===== src/rtl/core/sgcf_pkg.sv =====
`timescale 1ns / 1ps
// ----------------------------------------------------------------------------
// sgcf_pkg: shared types and constants of the sweep gain corner finder
// Beat formats, controller states, command/status bundles, frequency helpers.
// ----------------------------------------------------------------------------
package sgcf_pkg;

	localparam int SAMPLE_BITS = 12;
	localparam int MAX_POINTS  = 256;
	localparam int IDX_W       = $clog2(MAX_POINTS);
	localparam int CNT_W       = 9;
	localparam int RATIO_W     = 20;
	localparam int FREQ_W      = 24;
	localparam int STEP_W      = 16;
	localparam int FRAC_BITS   = 8;
	localparam int NUM_W       = SAMPLE_BITS + FRAC_BITS;
	localparam int DIV_STEPS   = NUM_W;
	localparam int DIV_CNT_W   = $clog2(DIV_STEPS);
	localparam int PROD_W      = IDX_W + STEP_W;
	localparam int SUM_W       = ((PROD_W > FREQ_W) ? PROD_W : FREQ_W) + 1;
	localparam int DIST_W      = RATIO_W + 1;
	localparam int CFG_IDX_W   = 2;
	localparam int CFG_DATA_W  = FREQ_W;

	localparam logic [RATIO_W-1:0]     RATIO_SAT   = {RATIO_W{1'b1}};
	localparam logic [FREQ_W-1:0]      FREQ_SAT    = {FREQ_W{1'b1}};
	localparam logic [SAMPLE_BITS-1:0] SAMPLE_MAX  = {SAMPLE_BITS{1'b1}};

	localparam logic [FREQ_W-1:0] START_RESET = FREQ_W'(500);
	localparam logic [STEP_W-1:0] STEP_RESET  = STEP_W'(500);
	localparam logic [CNT_W-1:0]  COUNT_RESET = CNT_W'(200);

	localparam logic [CFG_IDX_W-1:0] CFG_START = CFG_IDX_W'(0);
	localparam logic [CFG_IDX_W-1:0] CFG_STEP  = CFG_IDX_W'(1);
	localparam logic [CFG_IDX_W-1:0] CFG_COUNT = CFG_IDX_W'(2);

	localparam logic REQ_SAMPLE = 1'b0;
	localparam logic REQ_CLOSE  = 1'b1;

	typedef struct packed {
		logic                   req_type;
		logic [SAMPLE_BITS-1:0] drive_sample;
		logic [SAMPLE_BITS-1:0] response_sample;
	} in_beat_t;

	typedef struct packed {
		logic [RATIO_W-1:0] point_ratio;
		logic [FREQ_W-1:0]  point_freq;
		logic               sweep_done;
		logic [FREQ_W-1:0]  corner_freq;
		logic [RATIO_W-1:0] corner_ratio;
		logic [RATIO_W-1:0] first_ratio;
		logic [RATIO_W-1:0] last_ratio;
	} out_beat_t;

	typedef enum logic [2:0] {
		ST_IDLE,
		ST_DIV,
		ST_POINT,
		ST_WALK,
		ST_DRAIN,
		ST_FIN
	} state_t;

	typedef struct packed {
		logic sample;
		logic close;
		logic div_step;
		logic point;
		logic walk_issue;
		logic fin_load;
	} cmd_t;

	typedef struct packed {
		logic last;
		logic walk_end;
		logic out_free;
	} status_t;

	// start + idx * step, clipped to the frequency field
	function automatic logic [FREQ_W-1:0] freq_of(input logic [FREQ_W-1:0] start,
			input logic [STEP_W-1:0] step, input logic [IDX_W-1:0] idx);
		logic [PROD_W-1:0] prod;
		logic [SUM_W-1:0]  sum;
		prod = PROD_W'(idx) * PROD_W'(step);
		sum  = SUM_W'(start) + SUM_W'(prod);
		if (sum > SUM_W'(FREQ_SAT)) begin
			return FREQ_SAT;
		end
		return sum[FREQ_W-1:0];
	endfunction

	// |2*r - max|
	function automatic logic [DIST_W-1:0] dist_to_half(input logic [RATIO_W-1:0] r,
			input logic [RATIO_W-1:0] m);
		logic [DIST_W-1:0] a;
		logic [DIST_W-1:0] b;
		a = {r, 1'b0};
		b = DIST_W'(m);
		return (a >= b) ? (a - b) : (b - a);
	endfunction

endpackage


===== src/rtl/core/sgcf_ctrl.sv =====
`timescale 1ns / 1ps
// ----------------------------------------------------------------------------
// sgcf_ctrl: sequencer of the sweep gain corner finder
// Steps a close through divide, table write, end-of-sweep walk and hand-off.
// ----------------------------------------------------------------------------
module sgcf_ctrl
	import sgcf_pkg::*;
(
	input  logic    clk,
	input  logic    arst_n,
	input  logic    in_valid,
	input  logic    req_type,
	output logic    in_ready,
	input  status_t status,
	output cmd_t    cmd
);

	state_t               state_q;
	state_t               state_d;
	logic [DIV_CNT_W-1:0] div_cnt_q;
	logic                 div_last;

	assign div_last = (div_cnt_q == DIV_CNT_W'(DIV_STEPS - 1));

	always_ff @(posedge clk or negedge arst_n) begin
		if (!arst_n) begin
			state_q   <= ST_IDLE;
			div_cnt_q <= '0;
		end else begin
			state_q <= state_d;
			if (state_q == ST_DIV) begin
				div_cnt_q <= div_cnt_q + 1'b1;
			end else begin
				div_cnt_q <= '0;
			end
		end
	end

	always_comb begin
		state_d = state_q;
		unique case (state_q)
			ST_IDLE: begin
				if (in_valid && (req_type == REQ_CLOSE)) begin
					state_d = ST_DIV;
				end
			end
			ST_DIV: begin
				if (div_last) begin
					state_d = ST_POINT;
				end
			end
			ST_POINT: begin
				state_d = status.last ? ST_WALK : ST_FIN;
			end
			ST_WALK: begin
				if (status.walk_end) begin
					state_d = ST_DRAIN;
				end
			end
			ST_DRAIN: begin
				state_d = ST_FIN;
			end
			ST_FIN: begin
				if (status.out_free) begin
					state_d = ST_IDLE;
				end
			end
			default: begin
				state_d = ST_IDLE;
			end
		endcase
	end

	always_comb begin
		cmd      = '0;
		in_ready = 1'b0;
		unique case (state_q)
			ST_IDLE: begin
				in_ready   = 1'b1;
				cmd.sample = in_valid && (req_type == REQ_SAMPLE);
				cmd.close  = in_valid && (req_type == REQ_CLOSE);
			end
			ST_DIV:   cmd.div_step   = 1'b1;
			ST_POINT: cmd.point      = 1'b1;
			ST_WALK:  cmd.walk_issue = 1'b1;
			ST_DRAIN: ;
			ST_FIN:   cmd.fin_load   = status.out_free;
			default: ;
		endcase
	end

`ifndef SYNTHESIS
	a_point_after_full_divide: assert property (@(posedge clk) disable iff (!arst_n)
		(state_q == ST_POINT) |-> ($past(state_q) == ST_DIV
			&& $past(div_cnt_q) == DIV_CNT_W'(DIV_STEPS - 1)))
		else $error("point stage entered without a full divide");
	a_drain_after_walk: assert property (@(posedge clk) disable iff (!arst_n)
		(state_q == ST_DRAIN) |-> ($past(state_q) == ST_WALK && $past(status.walk_end)))
		else $error("drain entered before the walk reached its end");
	a_close_starts_divide: assert property (@(posedge clk) disable iff (!arst_n)
		cmd.close |=> (state_q == ST_DIV && div_cnt_q == '0))
		else $error("accepted close did not start the divider");
`endif

endmodule


===== config.mk =====
export PLATFORM = sky130hd
export DESIGN_NAME = sgcf_ctrl
export DESIGN_NICKNAME = d
export VERILOG_FILES = /design/src/rtl/core/sgcf_pkg.sv /design/src/rtl/core/sgcf_ctrl.sv
export SDC_FILE = /design/constraint.sdc
export NUM_CORES = 1
export LEC_CHECK = 0
export BUFFER_PORTS_ARGS = -buffer_cell sky130_fd_sc_hd__buf_2
export CORE_ASPECT_RATIO = 1.2
export CORE_MARGIN = 2
export CORE_UTILIZATION = 25
export DETAILED_ROUTE_END_ITERATION = 6
export GPL_TIMING_DRIVEN = 1
export PLACE_DENSITY = 0.41
export SKIP_CTS_REPAIR_TIMING = 1
export SYNTH_ARGS = -nofsm -noshare
export SYNTH_HDL_FRONTEND = slang
export SYNTH_SLANG_ARGS = --single-unit

===== constraint.sdc =====
create_clock -name clk -period 2.38 [get_ports clk]
set_clock_uncertainty 0.1 [all_clocks]
set_input_delay 0.119 -clock clk [delete_from_list [all_inputs] [get_ports clk]]
set_output_delay 0.119 -clock clk [all_outputs]
set_load 0.05 [all_outputs]

==> results.md, run 1 <==
* Post-synth EDFFs at 0
* Dpl ws at 0.768 ns
* Fin Setup TNS at 0 ns
* GRT overflow at 0
* Overall routing resource usage at 10.0%
* DP Cell Count at 77
* Via density at 4.77
* Crit path DAT at 1.58 ns
* Area Growth Syn to Fin at 24.6%
* Detailed placer's ending HPWL at 731 µm
* Setup crit end kind: primary output
* Sequential cell fraction of total power at 42.2%
* Final hold vios at 0
* Worst-Margin Slew at 0.290 ns
* Max cap viols at 0
* FFs w/ async S/R, synth at 100%
* Via count at 386
* Overall Power at 571 µW
* Synth Warn # at 0
* Fin crit period at 1.80 ns
* Die Area at 2120 µm²
* Clk root buf: clkbuf_4
* Power Internal at 328 µW
* GP Congestion at 0.711
* Wire per inst at 11.4 µm
* Net Sw Power at 243 µW
* Initial core utilization at 26.9%
* Comb pwr share at 40.0%
* CP Data Required Time at 2.16 ns
* Number of global-route vias before repair at 371
* H-tree depth reported by CTS at 1
* Synth Register Bits at 8
* Fill cells at 182
* I/O Buffers at 13
* Pins Over Slew Limit at 0
* Leakage dissipation at 0.000286 µW
* # diodes at 0
* CTS tree: yes
* Power density over the cells at 1040 nW/µm²
* Clock buffer count from CTS at 3
* Detail Route Antenna Nets at 0
* Clk Latency, worst-skew pair at 0.25 ns
* Netlist cell types at 23
* Synth top area share at 45.3%
* Sw Share at 42.6%
* Net Count, Synth at 56
* Post-Synthesis Cells at 48
* Worst path cell trace: or3b_1 > inv_1 > buf_2
* Post-synth top cells: 9 x nor2_1, 8 x dfrtp_1, 5 x nand2_1, 3 x a21oi_1, 3 x nand3_1
* Hold Path Origin: in_valid
* Drt first-iter violations at 4
* Synth Flop Type: dfrtp_1
* Syn avg cell area at 9.20 µm²
* Reg2Reg Setup Slack at 0.79 ns
* First drt pass iteration count at 2
* Synthesized cell area at 442 µm²
* Relative slew slack at 80.6%
* First-pass GRT wire length at 1.52 mm
* Sequential area share after synthesis at 45.3%
* Outcome: completed
* Period utilisation layout at 75.6%
* Final setup margin at 0.580 ns
* Unrepaired setup endpoints after global routing: no
* Die width at 42.4 µm
* Clock transition at path regs at 0.05 ns
* CP max-delay cell: dfrtp_1
* Final setup vio count at 0
* Maximum clock rate at 555 MHz
* Non-Filler Instances at 81
* Crit Path Category: register to primary output
* Total core area at 1640 µm²
* Count leader, synth: nor2_1
* Initial antenna violation count at 0
* Final core occ at 33.5%
* Largest net degree at the start of global routing at 11
* FF-to-FF End: state_q[0]
* Residual DRC at 0
* HP Class: primary input to register
* # clock sinks at 8
* Max Root-Sink Buffers at 2
* Reg2reg path depth at 3
* Slowest stage delay, CP at 0.50 ns
* WHS Endpoint: state_q[0]
* Die Y at 50.0 µm
* Fin nets at 73
* Ports at 14
* CP startpoint kind: register
* Drt total wl at 920 µm
* Hold Path Stages at 3
* Clock group share of total power at 17.8%
* Dominant cell type by area after synthesis: dfrtp_1
* VDD IR max at 0.459 mV
* Largest cells by area after synthesis: dfrtp_1 45%, nor2_1 7.6%, nand2_1 4.2%
* Crit Path Max Fanout at 10
* Row count at 16
* Layout cells sized above 1 at 30.2%
* RR Startpoint: state_q[0]
==> worst max-delay path: cells and delay by family (launching register included) <==
kind | cells | cell delay (ns)
DFF | 1 | 0.50
and+or+nand+nor | 1 | 0.47
buffers and inverters | 2 | 0.36
==> per-stage QoR <==
stage / cell area [µm²] / hold slack [ns]
after detailed placement: 518 / -0.127
after CTS: 541 / -0.399
after floorplan: 447 / -0.277
final: 551 / 0.0237
after global routing: 551 / 0.0554
after global placement: 518 / -0.122
==> per-layer routing <==
metal	track usage [%]	part of all wire, %
met5	0	0
met4	9.38	2.3
met3	1.10	5.0
met2	16.7	48
met1	10.8	44
==> final cells by class <==
type,count,area (µm²),share of cell area (%)
Clock buffer,3,22.5,4.09
Tap cell,18,22.5,4.09
Inverter,2,7.51,1.36
Timing Repair Buffer,14,75.1,13.6
Sequential cell,8,200,36.4
Multi-Input combinational cell,36,223,40.5
==> worst max path at each step <==
stage          startpoint  slack, ns         end
2_1_floorplan  state_q[2]       0.21      cmd[5]
3_3_place_gp   state_q[0]       0.82  state_q[0]
3_5_place_dp   state_q[0]       0.77  state_q[0]
4_1_cts        state_q[0]       0.56      cmd[3]
5_1_grt        state_q[0]       0.48      cmd[3]
6_report       state_q[0]       0.58      cmd[3]
==> sequential cells by signal, summed over array words and instances (netlist names) <==
register   cells
div_cnt_q      5
state_q        3
==> power groups by stage <==
stage                     combinational [µW]  sequential [µW]  clock, µW
after CTS                                232              242        108
after global routing                     255              251        113
after global placement                   231              248          0
after floorplan                          201              224          0
after detailed placement                 234              242          0
final                                    228              241        101
==> cell families (layout without fill, tap and decap cells) <==
logic type / Yosys count / count (layout) / share of synthesized area, %
buffers and inverters: 4 / 19 / 5.38
XOR/XNOR: 3 / 3 / 5.95
AND/OR/NAND/NOR: 26 / 26 / 30.6
flip-flops: 8 / 8 / 45.3
AO/OA/AOI/OAI: 6 / 6 / 9.91
adder cells (fa/ha/maj): 1 / 1 / 2.83
==> cell usage in the layout (no fill, tap or decap), types with 2 or more instances in the layout <==
master | Yosys | final
nand3_1 | 3 | 3
nand2_1 | 5 | 5
nor2_1 | 9 | 9
a21oi_1 | 3 | 3
xor2_1 | 2 | 2
dfrtp_1 | 8 | 8
clkbuf_4 | 0 | 3
buf_2 | 1 | 13
inv_1 | 2 | 2
Power figures use the tool's default switching activity.
==> run 2, diff against run 1 <==
==> constraint.sdc (replaced) <==
create_clock -name clk -period 1.74 [get_ports clk]
set_clock_uncertainty 0.1 [all_clocks]
set_input_delay 0.087 -clock clk [delete_from_list [all_inputs] [get_ports clk]]
set_output_delay 0.087 -clock clk [all_outputs]
set_load 0.05 [all_outputs]
==> run 2 against run 1 <==
Against the previous run:
- die area did not move
- non-clock buffer count grew 4
- combinational power increased by 61%
- clock power up 39%
- sequential cell count unchanged
- cell count up 4.9%
- cell area is 7.7% higher
- largest cell class unchanged
- the flow now finishes with violations (negative hold slack)
- highest routed layer unchanged
==> results.md, run 2 (same netlist as run 1, synthesis figures left out) <==
* Footprint of the multi-input gates at 231 µm²
* HP Class: primary input to register
* Initial antenna violation count at 0
* Clock transition at path regs at 0.05 ns
* Via count at 381
* Fin crit period at 1.64 ns
* Biggest regs: div_cnt_q x5, state_q x3
* Drt total wl at 917 µm
* CP max-delay cell: dfrtp_2
* Largest register by flop count: div_cnt_q
* Initial core utilization at 26.9%
* Max reg flops at 5
* Outcome: complete, but fails checks
* Worst path cell trace: or3b_1 > inv_1 > buf_2
* Number of global-route vias before repair at 410
* # clock sinks at 8
* GP Congestion at 0.658
* Detail Route Antenna Nets at 0
* Power density over the cells at 1390 nW/µm²
* Register area at 201 µm²
* Unrepaired setup endpoints after global routing: no
* Most common cell after layout, fill and taps aside: buf_2
* CP Data Required Time at 1.55 ns
* Maximum clock rate at 611 MHz
* Area Growth Syn to Fin at 34.3%
* Crit Path Max Fanout at 8
* Fin area at 593 µm²
* Non-Filler Instances at 85
* Max Used Layer: met4
* Clk root buf: clkbuf_4
* Failing checks: negative hold slack
* Layout cells sized above 1 at 37.3%
* Die Y at 50.0 µm
* CP startpoint kind: register
* Row count at 16
* Pins Over Slew Limit at 0
* VDD IR max at 0.819 mV
* Clock buffer count from CTS at 3
* DP Cell Count at 81
* Residual DRC at 0
* Fin Setup TNS at 0 ns
* Die Area at 2120 µm²
* WL met2 at 401 µm
* Max cap viols at 0
* Most frequent cells in the layout: 12 x buf_2, 8 x nor2_1, 7 x dfrtp_1
* First-pass GRT wire length at 1.68 mm
* Crit Path Category: register to primary output
* GRT overflow at 0
* M1 WL at 457 µm
* Slowest stage delay, CP at 0.43 ns
* Setup crit end kind: primary output
* Overall routing resource usage at 11.0%
* Clk Latency, worst-skew pair at 0.25 ns
* H-tree depth reported by CTS at 1
* CTS tree: yes
* Total core area at 1640 µm²
* Die width at 42.4 µm
* # diodes at 0
* Final setup vio count at 0
* First drt pass iteration count at 3
* Leakage dissipation at 0.000300 µW
* Drt first-iter violations at 2
* Overall Power at 824 µW
* Max Root-Sink Buffers at 2
* Final hold vios at 1
* Fin nets at 77
* Fill cells at 182
* Metal3 WL at 45 µm
* Wire per inst at 10.8 µm
* Ports at 14
* Via density at 4.48
* I/O Buffers at 13
* Worst-Margin Slew at 0.251 ns
* Hold WS at -0.00991 ns
* Crit path DAT at 1.45 ns
* Relative slew slack at 83.1%
* Detailed placer's ending HPWL at 733 µm
* Largest net degree at the start of global routing at 9
* DP Area at 557 µm²
* Period utilisation layout at 94.1%
-- run 2: final timing paths --
check | from | to | slack [ns] | cells after the start
max reg2reg | state_q[0] | state_q[0] | 0.29 | 3
max | state_q[0] | cmd[3] | 0.10 | 3
min in group asynchronous | arst_n | div_cnt_q[4] | 0.11 | 2
min reg2reg | div_cnt_q[0] | div_cnt_q[0] | 0.35 | 1
max in group asynchronous | arst_n | state_q[0] | 1.25 | 2
min | in_valid | state_q[0] | -0.01 | 3
-- run 2: area by class of cell --
class	count	share of cell area (%)
Tap cell	18	3.80
Sequential cell	8	34.0
Timing Repair Buffer	18	18.1
Multi-Input combinational cell	36	39.0
Clock buffer	3	3.80
Inverter	2	1.27
-- run 2: report_power, final --
part / switching [µW] / leakage [µW] / internal, µW
clock network: 61.0 / 0.0000138 / 78.8
registers: 65.9 / 0.0000991 / 252
logic: 219 / 0.000187 / 147
total: 346 / 0.000300 / 479
-- run 2: critical path: cells and delay by family, from the launching register on --
| family | cells | cell delay [ns] |
|---|---|---|
| DFF | 1 | 0.43 |
| buffers and inverters | 2 | 0.35 |
| and+or+nand+nor | 1 | 0.42 |
-- run 2: metal layers --
layer,GRT usage [%],up-vias
met1,13.5,168
li1,-,203
met3,3.66,2
met5,0,-
met4,7.81,0
met2,15.9,8
-- run 2: per-stage QoR --
stage	hold slack, ns	utilization, %	setup WS [ns]
after floorplan	-0.309	-	0.0223
after detailed placement	-0.161	33.9	0.223
after global placement	-0.159	33.9	0.183
final	-0.00991	36.1	0.103
after CTS	-0.436	35.3	0.0238
after global routing	0.00168	36.1	0.00757
